## src/hw/rtl/sdepq_pkg.sv

```systemverilog
// Package for the sorted double-ended priority queue.
// Holds the request and result types, field widths, codes and the
// controller to datapath command and status structs. No dependencies.
package sdepq_pkg;

  localparam int KEY_BITS     = 16;
  localparam int PAYLOAD_BITS = 16;
  localparam int OCC_BITS     = 6;
  localparam int DEPTH_DEF    = 32;

  typedef enum logic [1:0] {
    MODE_PUSH    = 2'd0,
    MODE_POP_MIN = 2'd1,
    MODE_POP_MAX = 2'd2,
    MODE_NOP     = 2'd3
  } mode_t;

  typedef enum logic [1:0] {
    STATUS_OK    = 2'd0,
    STATUS_EMPTY = 2'd1,
    STATUS_FULL  = 2'd2
  } status_t;

  typedef struct packed {
    mode_t                   mode;
    logic [KEY_BITS-1:0]     key;
    logic [PAYLOAD_BITS-1:0] payload;
  } req_t;

  typedef struct packed {
    logic                    out_valid;
    logic [KEY_BITS-1:0]     out_key;
    logic [PAYLOAD_BITS-1:0] out_payload;
    status_t                 status;
    logic [OCC_BITS-1:0]     occupancy;
  } res_t;

  // one stored entry
  typedef struct packed {
    logic [KEY_BITS-1:0]     key;
    logic [PAYLOAD_BITS-1:0] payload;
  } entry_t;

  // per-cycle commands from the controller to the datapath
  typedef struct packed {
    logic    capture;      // latch the accepted request
    logic    rd_first;     // read the front entry
    logic    rd_last;      // read the back entry, scan index to back
    logic    rd_prev;      // read entry below scan index, step index down
    logic    wr_shift;     // move read entry one slot up
    logic    wr_new_after; // write new entry above scan index
    logic    wr_new_front; // write new entry at the front
    logic    pop_take;     // take read entry as result, drop it
    logic    res_none;     // result without an entry
    status_t res_status;   // status for res_none
    logic    cnt_inc;      // one more stored entry
    logic    out_load;     // load the output register
  } dp_cmd_t;

  // status from the datapath to the controller
  typedef struct packed {
    logic cnt_zero;
    logic cnt_full;
    logic key_gt;    // read key greater than new key
    logic idx_zero;  // scan index at the front
    logic out_free;  // output register can take a result
  } dp_stat_t;

endpackage

```

## src/hw/rtl/sdepq_ctrl.sv

```systemverilog
// Controller state machine of the sorted double-ended priority queue.
// Sequences push scans, pops and result hand-off; uses sdepq_pkg.
module sdepq_ctrl import sdepq_pkg::*; (
  input  logic     clk,
  input  logic     rst,
  input  logic     req_valid,
  output logic     req_stall,
  input  mode_t    req_mode,
  input  dp_stat_t stat,
  output dp_cmd_t  cmd
);

  typedef enum logic [4:0] {
    S_IDLE  = 5'b00001,
    S_SCAN  = 5'b00010,
    S_FRONT = 5'b00100,
    S_POP   = 5'b01000,
    S_EMIT  = 5'b10000
  } state_t;

  state_t state, state_next;

  assign req_stall = (state != S_IDLE);

  // next state and datapath commands
  always_comb begin
    state_next = state;
    cmd        = '0;
    cmd.res_status = STATUS_OK;
    unique case (state)
      S_IDLE: begin
        if (req_valid) begin
          cmd.capture = 1'b1;
          unique case (req_mode)
            MODE_PUSH: begin
              if (stat.cnt_full) begin
                cmd.res_none   = 1'b1;
                cmd.res_status = STATUS_FULL;
                state_next     = S_EMIT;
              end else if (stat.cnt_zero) begin
                state_next = S_FRONT;
              end else begin
                cmd.rd_last = 1'b1;
                state_next  = S_SCAN;
              end
            end
            MODE_POP_MIN, MODE_POP_MAX: begin
              if (stat.cnt_zero) begin
                cmd.res_none   = 1'b1;
                cmd.res_status = STATUS_EMPTY;
                state_next     = S_EMIT;
              end else begin
                cmd.rd_first = (req_mode == MODE_POP_MIN);
                cmd.rd_last  = (req_mode == MODE_POP_MAX);
                state_next   = S_POP;
              end
            end
            default: begin
              cmd.res_none = 1'b1;
              state_next   = S_EMIT;
            end
          endcase
        end
      end
      S_SCAN: begin
        if (stat.key_gt) begin
          cmd.wr_shift = 1'b1;
          if (stat.idx_zero) begin
            state_next = S_FRONT;
          end else begin
            cmd.rd_prev = 1'b1;
          end
        end else begin
          cmd.wr_new_after = 1'b1;
          cmd.res_none     = 1'b1;
          cmd.cnt_inc      = 1'b1;
          state_next       = S_EMIT;
        end
      end
      S_FRONT: begin
        cmd.wr_new_front = 1'b1;
        cmd.res_none     = 1'b1;
        cmd.cnt_inc      = 1'b1;
        state_next       = S_EMIT;
      end
      S_POP: begin
        cmd.pop_take = 1'b1;
        state_next   = S_EMIT;
      end
      S_EMIT: begin
        if (stat.out_free) begin
          cmd.out_load = 1'b1;
          state_next   = S_IDLE;
        end
      end
      default: begin
        state_next = S_IDLE;
      end
    endcase
  end

  // state register
  always_ff @(posedge clk) begin
    if (rst) begin
      state <= S_IDLE;
    end else begin
      state <= state_next;
    end
  end

endmodule

```

## src/hw/rtl/sdepq_dp.sv

```systemverilog
// Datapath of the sorted double-ended priority queue: entry memory kept
// as a circular sorted list, head and count, scan index, result and
// output registers. Uses sdepq_pkg.
module sdepq_dp import sdepq_pkg::*; #(
  parameter int DEPTH = DEPTH_DEF
) (
  input  logic     clk,
  input  logic     rst,
  input  req_t     req,
  input  dp_cmd_t  cmd,
  output dp_stat_t stat,
  output logic     res_valid,
  input  logic     res_stall,
  output res_t     res
);

  localparam int AW = $clog2(DEPTH);
  localparam int CW = $clog2(DEPTH + 1);
  localparam logic [AW:0]   DEPTH_W = (AW + 1)'(DEPTH);
  localparam logic [CW-1:0] DEPTH_C = CW'(DEPTH);
  localparam logic [AW-1:0] LAST_W  = AW'(DEPTH - 1);

  entry_t        mem [DEPTH];
  entry_t        rdata;
  logic [AW-1:0] head;
  logic [CW-1:0] cnt;
  logic [CW-1:0] cnt_m1;
  logic [AW-1:0] idx;
  entry_t        new_ent;
  mode_t         cap_mode;

  logic                    res_ent_valid;
  logic [KEY_BITS-1:0]     res_key;
  logic [PAYLOAD_BITS-1:0] res_payload;
  status_t                 res_status;

  logic          rd_en;
  logic [AW-1:0] rd_addr;
  logic          wr_en;
  logic [AW-1:0] wr_addr;
  entry_t        wr_data;

  // logical position to physical slot, wrapping at the depth
  function automatic logic [AW-1:0] phys(input logic [AW-1:0] hd,
                                         input logic [AW-1:0] pos);
    logic [AW:0] s;
    s = {1'b0, hd} + {1'b0, pos};
    if (s >= DEPTH_W) begin
      s = s - DEPTH_W;
    end
    return s[AW-1:0];
  endfunction

  assign cnt_m1 = cnt - CW'(1);

  // status to the controller
  assign stat.cnt_zero = (cnt == '0);
  assign stat.cnt_full = (cnt == DEPTH_C);
  assign stat.key_gt   = (rdata.key > new_ent.key);
  assign stat.idx_zero = (idx == '0);
  assign stat.out_free = !res_valid || !res_stall;

  // memory address and data selection
  always_comb begin
    rd_en   = cmd.rd_first || cmd.rd_last || cmd.rd_prev;
    rd_addr = head;
    if (cmd.rd_last) begin
      rd_addr = phys(head, cnt_m1[AW-1:0]);
    end else if (cmd.rd_prev) begin
      rd_addr = phys(head, idx - AW'(1));
    end
    wr_en   = cmd.wr_shift || cmd.wr_new_after || cmd.wr_new_front;
    wr_addr = cmd.wr_new_front ? head : phys(head, idx + AW'(1));
    wr_data = cmd.wr_shift ? rdata : new_ent;
  end

  // entry memory, registered read
  always_ff @(posedge clk) begin
    if (wr_en) begin
      mem[wr_addr] <= wr_data;
    end
    if (rd_en) begin
      rdata <= mem[rd_addr];
    end
  end

  // request capture, scan index and result fields
  always_ff @(posedge clk) begin
    if (cmd.capture) begin
      new_ent.key     <= req.key;
      new_ent.payload <= req.payload;
      cap_mode        <= req.mode;
    end
    if (cmd.rd_last) begin
      idx <= cnt_m1[AW-1:0];
    end else if (cmd.rd_prev) begin
      idx <= idx - AW'(1);
    end
    if (cmd.res_none) begin
      res_ent_valid <= 1'b0;
      res_key       <= '0;
      res_payload   <= '0;
      res_status    <= cmd.res_status;
    end else if (cmd.pop_take) begin
      res_ent_valid <= 1'b1;
      res_key       <= rdata.key;
      res_payload   <= rdata.payload;
      res_status    <= STATUS_OK;
    end
    if (cmd.out_load) begin
      res.out_valid   <= res_ent_valid;
      res.out_key     <= res_key;
      res.out_payload <= res_payload;
      res.status      <= res_status;
      res.occupancy   <= OCC_BITS'(cnt);
    end
  end

  // head, count and output valid
  always_ff @(posedge clk) begin
    if (rst) begin
      head      <= '0;
      cnt       <= '0;
      res_valid <= 1'b0;
    end else begin
      if (cmd.cnt_inc) begin
        cnt <= cnt + CW'(1);
      end else if (cmd.pop_take) begin
        cnt <= cnt_m1;
        if (cap_mode == MODE_POP_MIN) begin
          head <= (head == LAST_W) ? '0 : head + AW'(1);
        end
      end
      if (cmd.out_load) begin
        res_valid <= 1'b1;
      end else if (!res_stall) begin
        res_valid <= 1'b0;
      end
    end
  end

endmodule

```

## src/hw/rtl/sorted_double_ended_priority_queue.sv

```systemverilog
// Sorted double-ended priority queue, top level. One request in flight: a push
// scans from the back entry toward the front, one entry per cycle, moving each
// stored key greater than the new key one slot up; a pop takes the front or back
// entry; a refused or no-op request gives a result without an entry. The next
// request is accepted the cycle after the result is loaded.
// Reset empties the queue and drops the output valid; memory contents unknown.
module sorted_double_ended_priority_queue import sdepq_pkg::*; #(
  parameter int DEPTH = DEPTH_DEF
) (
  input  logic clk,
  input  logic rst,
  input  logic req_valid,
  output logic req_stall,
  input  req_t req,
  output logic res_valid,
  input  logic res_stall,
  output res_t res
);

  dp_cmd_t  cmd;
  dp_stat_t stat;

  // sequencing
  sdepq_ctrl u_ctrl (
    .clk       (clk),
    .rst       (rst),
    .req_valid (req_valid),
    .req_stall (req_stall),
    .req_mode  (req.mode),
    .stat      (stat),
    .cmd       (cmd)
  );

  // storage and result path
  sdepq_dp #(
    .DEPTH (DEPTH)
  ) u_dp (
    .clk       (clk),
    .rst       (rst),
    .req       (req),
    .cmd       (cmd),
    .stat      (stat),
    .res_valid (res_valid),
    .res_stall (res_stall),
    .res       (res)
  );

endmodule
```

## config.mk

```make
export PLATFORM = sky130hd
export DESIGN_NAME = sorted_double_ended_priority_queue
export DESIGN_NICKNAME = d
export VERILOG_FILES = /design/src/hw/rtl/sdepq_pkg.sv /design/src/hw/rtl/sdepq_ctrl.sv /design/src/hw/rtl/sdepq_dp.sv /design/src/hw/rtl/sorted_double_ended_priority_queue.sv
export SDC_FILE = /design/constraint.sdc
export NUM_CORES = 2
export LEC_CHECK = 0
export BUFFER_PORTS_ARGS = -buffer_cell sky130_fd_sc_hd__buf_2
export CORE_MARGIN = 10
export CORE_UTILIZATION = 25
export CTS_BUF_LIST = sky130_fd_sc_hd__clkbuf_2
export CTS_CLUSTER_SIZE = 25
export DETAILED_ROUTE_END_ITERATION = 8
export HOLD_SLACK_MARGIN = 0.03
export PLACE_DENSITY = 0.38
export SYNTH_ARGS = -nofsm -noshare
export SYNTH_HDL_FRONTEND = slang
export SYNTH_SLANG_ARGS = --single-unit
export TNS_END_PERCENT = 5
```

## constraint.sdc

```tcl
create_clock -name clk -period 5.15 [get_ports clk]
set_clock_uncertainty 0.15 [all_clocks]
set_input_delay 0.2575 -clock clk [delete_from_list [all_inputs] [get_ports clk]]
set_output_delay 0.2575 -clock clk [all_outputs]
set_load 0.03 [all_outputs]
```

==> results.md <==
* Internal Power at 13.3 mW
* Cell taking the most area after synthesis: edfxtp_1
* Final setup viols at 0
* Tightest Pin Transition at 1210 ps
* Largest net degree at the start of global routing at 77
* Die H at 456 um
* Synth top area share at 71.8%
* Net Sw Power at 4.36 mW
* Detail Route Antenna Nets at 0
* Syn nets at 3421
* Nets at 3943
* Core Area at 0.190 mm^2
* Distinct cells, synth at 66
* Final WS setup at 237 ps
* CTS tree: yes
* WS Path Type: reg -> reg
* Initial core utilization at 25.1%
* Yosys reg bits at 1188
* Chip width at 456 um
* FF+latch area at 0.0352 mm^2
* Final Hold Viols at 0
* Hold slack at 252 ps
* # DRC at 0
* Syn Area/Cell at 14.2 um^2
* Max-Slew Margin vs Limit at 19.5%
* Static Leak at 18.9 nW
* Total gr overflow at 0
* Post-Syn Area at 0.0476 mm^2
* Final instance area at 0.0566 mm^2
* Placer congestion estimate at 0.770
* Number of vias per cell at 4.71
* H-tree levels at 5
* Area Growth Syn to Fin at 19.0%
* RSZ-0062 raised after global routing: true
* Hold path cells at 0
* Max Cap Violations at 0
* Period Utilization, post-route at 95.4%
* Via Count at 31.1k
* GRT Util Overall at 15.0%
* Slew Viols, Final at 0
* Comb pwr share at 2.6%
* Fraction of layout cells with a size suffix above 1 at 21.7%
* Filler Cell Count at 19.3k
* Post-route minimum period at 4910 ps
* Switching share of power at 24.6%
* # IOs at 81
* Dpl cells at 5902
* Ys async rst share at 0%
* Worst R2R Setup Slack at 240 ps
* DP Worst Slack at 57.0 ps
* Worst-Skew Late Latency at 1720 ps
* Area contributors post-synth: edfxtp_1 72%, nand2_1 4.6%, a21oi_1 3.6%
* Port Buffers at 80
* Post-DP HPWL at 95000 um
* Site Rows at 160
* Critical Path Fanout Max at 55
* Vias in the first global route at 31.1k
* Area of the multi-input gates at 0.0116 mm^2
* Post-Route WL at 162000 um
* CP Capture Type: flop
* Final non-filler cell total at 6596
* R2R cell count at 13
* Mean routed wirelength per cell at 24.5 um
* WP data required at 6410 ps
* Initial antenna violation count at 8
* Cell Area, Placed at 0.0525 mm^2
* Reg2reg end: u_dp.rdata[20]$_DFFE_PP_
* Maximum VDD drop at 0.213 mV
* Hold WC Path Type: reg -> reg
* Drt pass-1 iters at 7
* CTS root buffer: clkbuf_2
* First-pass GRT wire length at 230000 um
* Total CTS buffers at 336
* Clk buf depth at 4
* Pwr dens at 313 mW/mm^2
* DR iter-0 viols at 2473
* Clk slew on worst S/H paths at 100 ps
* CP Launch Type: flop
* Gate Count Post-Synth at 3342
* Reg power frac at 60.2%
* CP arrival at 6170 ps
* RR Startpoint: u_dp.rdata[29]$_DFFE_PP_
* Fmax at 0.204 GHz
* Worst hold path startpoint: u_dp.res_payload[9]$_SDFFE_PP0P_
* Clock share of power at 37.3%
* Sequential-to-total area share from yosys stat at 73.9%
* Sink Count at 1188
* EDFF count, synth at 1138
* Result of the run: complete, no violations
* Synth warnings at 0
* Most used DFF post-synth: edfxtp_1
* Die ar. at 0.208 mm^2
* Hold EP: u_dp.res[17]$_DFFE_PP_
## worst max-delay path by stage
stage / from / endpoint / slack, ps / cells past startpoint
final: u_dp.rdata[29]$_DFFE_PP_ / u_dp.rdata[20]$_DFFE_PP_ / 240 / 13
after global routing: u_dp.rdata[29]$_DFFE_PP_ / u_dp.rdata[27]$_DFFE_PP_ / -70 / 12
after CTS: u_dp.rdata[29]$_DFFE_PP_ / u_dp.rdata[27]$_DFFE_PP_ / 7 / 12
after detailed placement: u_dp.rdata[29]$_DFFE_PP_ / u_dp.rdata[20]$_DFFE_PP_ / 60 / 13
after global placement: u_dp.rdata[29]$_DFFE_PP_ / u_dp.rdata[27]$_DFFE_PP_ / 60 / 12
after floorplan: u_dp.idx[0]$_DFFE_PP_ / u_dp.mem[0][0]$_DFFE_PP_ / 970 / 12
## state kept, by name, indices dropped and copies added, names as in the netlist, 5 cells and up
name / count
u_dp.res_key: 16
u_dp.head: 5
u_dp.res_payload: 16
u_dp.idx: 5
u_dp.new_ent: 32
u_ctrl.state: 5
u_dp.rdata: 32
u_dp.cnt: 6
u_dp.mem: 1024
u_dp.res: 41
## cell usage after synthesis, types with 35 or more instances
| cell type | instances |
|---|---|
| edfxtp_1 | 1138 |
| nand2_1 | 580 |
| a21oi_1 | 344 |
| a211oi_1 | 158 |
| mux2i_1 | 131 |
| clkbuf_1 | 113 |
| a22oi_1 | 99 |
| buf_2 | 90 |
| nand3_1 | 76 |
| o21ai_0 | 71 |
| nor2_1 | 68 |
| dfxtp_1 | 50 |
| inv_1 | 40 |
| ha_1 | 38 |
| a31oi_1 | 35 |
## kinds of logic (layout without fill, tap and decap cells)
kind of cell	count (synthesis)	count (layout)	synth area share (%)
AOI/OAI and AO/OA	889	889	11.9
xor gates and xnor gates	24	24	0.442
adders and majority gates	41	41	1.13
buffers and inverters	269	1010	2.57
DFF	1188	1188	73.9
muxes	148	148	3.16
other	0	2	0
and+or+nand+nor	783	783	6.83
## per-layer routing
metal | track usage (%) | routed length, um
met1 | 20.6 | 74300
met2 | 24.1 | 75500
met3 | 3.14 | 8950
met4 | 4.03 | 2900
met5 | 0 | 0
## power by group through the flow
stage	sequential (mW)	combinational, mW	clock (mW)
floorplan	10.9	0.163	0
global placement	10.9	0.380	0
detailed placement	10.9	0.381	0
CTS	10.7	0.464	6.92
global route	10.7	0.500	7.41
finish	10.7	0.458	6.60
## metrics by stage
step	TNS (ps)	power, mW	util, %
2_1_floorplan	0	11.0	-
3_3_place_gp	0	11.3	27.6
4_1_cts	0	18.0	29.8
5_1_grt	-96.5	18.6	29.8
3_5_place_dp	0	11.3	27.6
6_report	0	17.7	29.8
## repair_timing
item	4_1_cts	5_1_grt
hold buffers	135	0
resized for setup	0	6
setup endpoints to repair	0	7
setup buffers	0	0
endpoints found under the hold margin	215	0
## worst max-delay path: stages (launching register included)
cell	delay (ps)
edfxtp_1	580
ha_1	380
nand4_1	180
nor3_1	290
a21boi_1	270
o31ai_1	200
or4_4	620
nand3_4	200
buf_12	310
buf_4	230
a211oi_1	80
o21ai_0	260
o2111ai_1	320
a211oi_2	500
## layout by cell type, fill, tap and decap left out, types with 35 or more instances in the layout
cell,instances
edfxtp_1,1138
nand2_1,579
clkbuf_2,497
a21oi_1,343
buf_4,156
a211oi_1,152
dlygate4sd3_1,135
mux2i_1,131
a22oi_1,99
buf_2,80
nand3_1,76
o21ai_0,56
dfxtp_1,50
clkinv_1,48
buf_12,42
inv_1,39
ha_1,38
nor2_1,35
a31oi_1,35
## final cells by class
cell class | count | share of cell area [%]
timing repair buffer | 413 | 6.65
inverter | 40 | 0.265
antenna | 2 | 0.00884
multi-input combinational | 1885 | 20.5
clock buffer | 497 | 4.39
clock inverter | 60 | 0.460
sequential | 1188 | 62.1
tap | 2511 | 5.55
No activity file was read; power rests on OpenSTA's default activity.
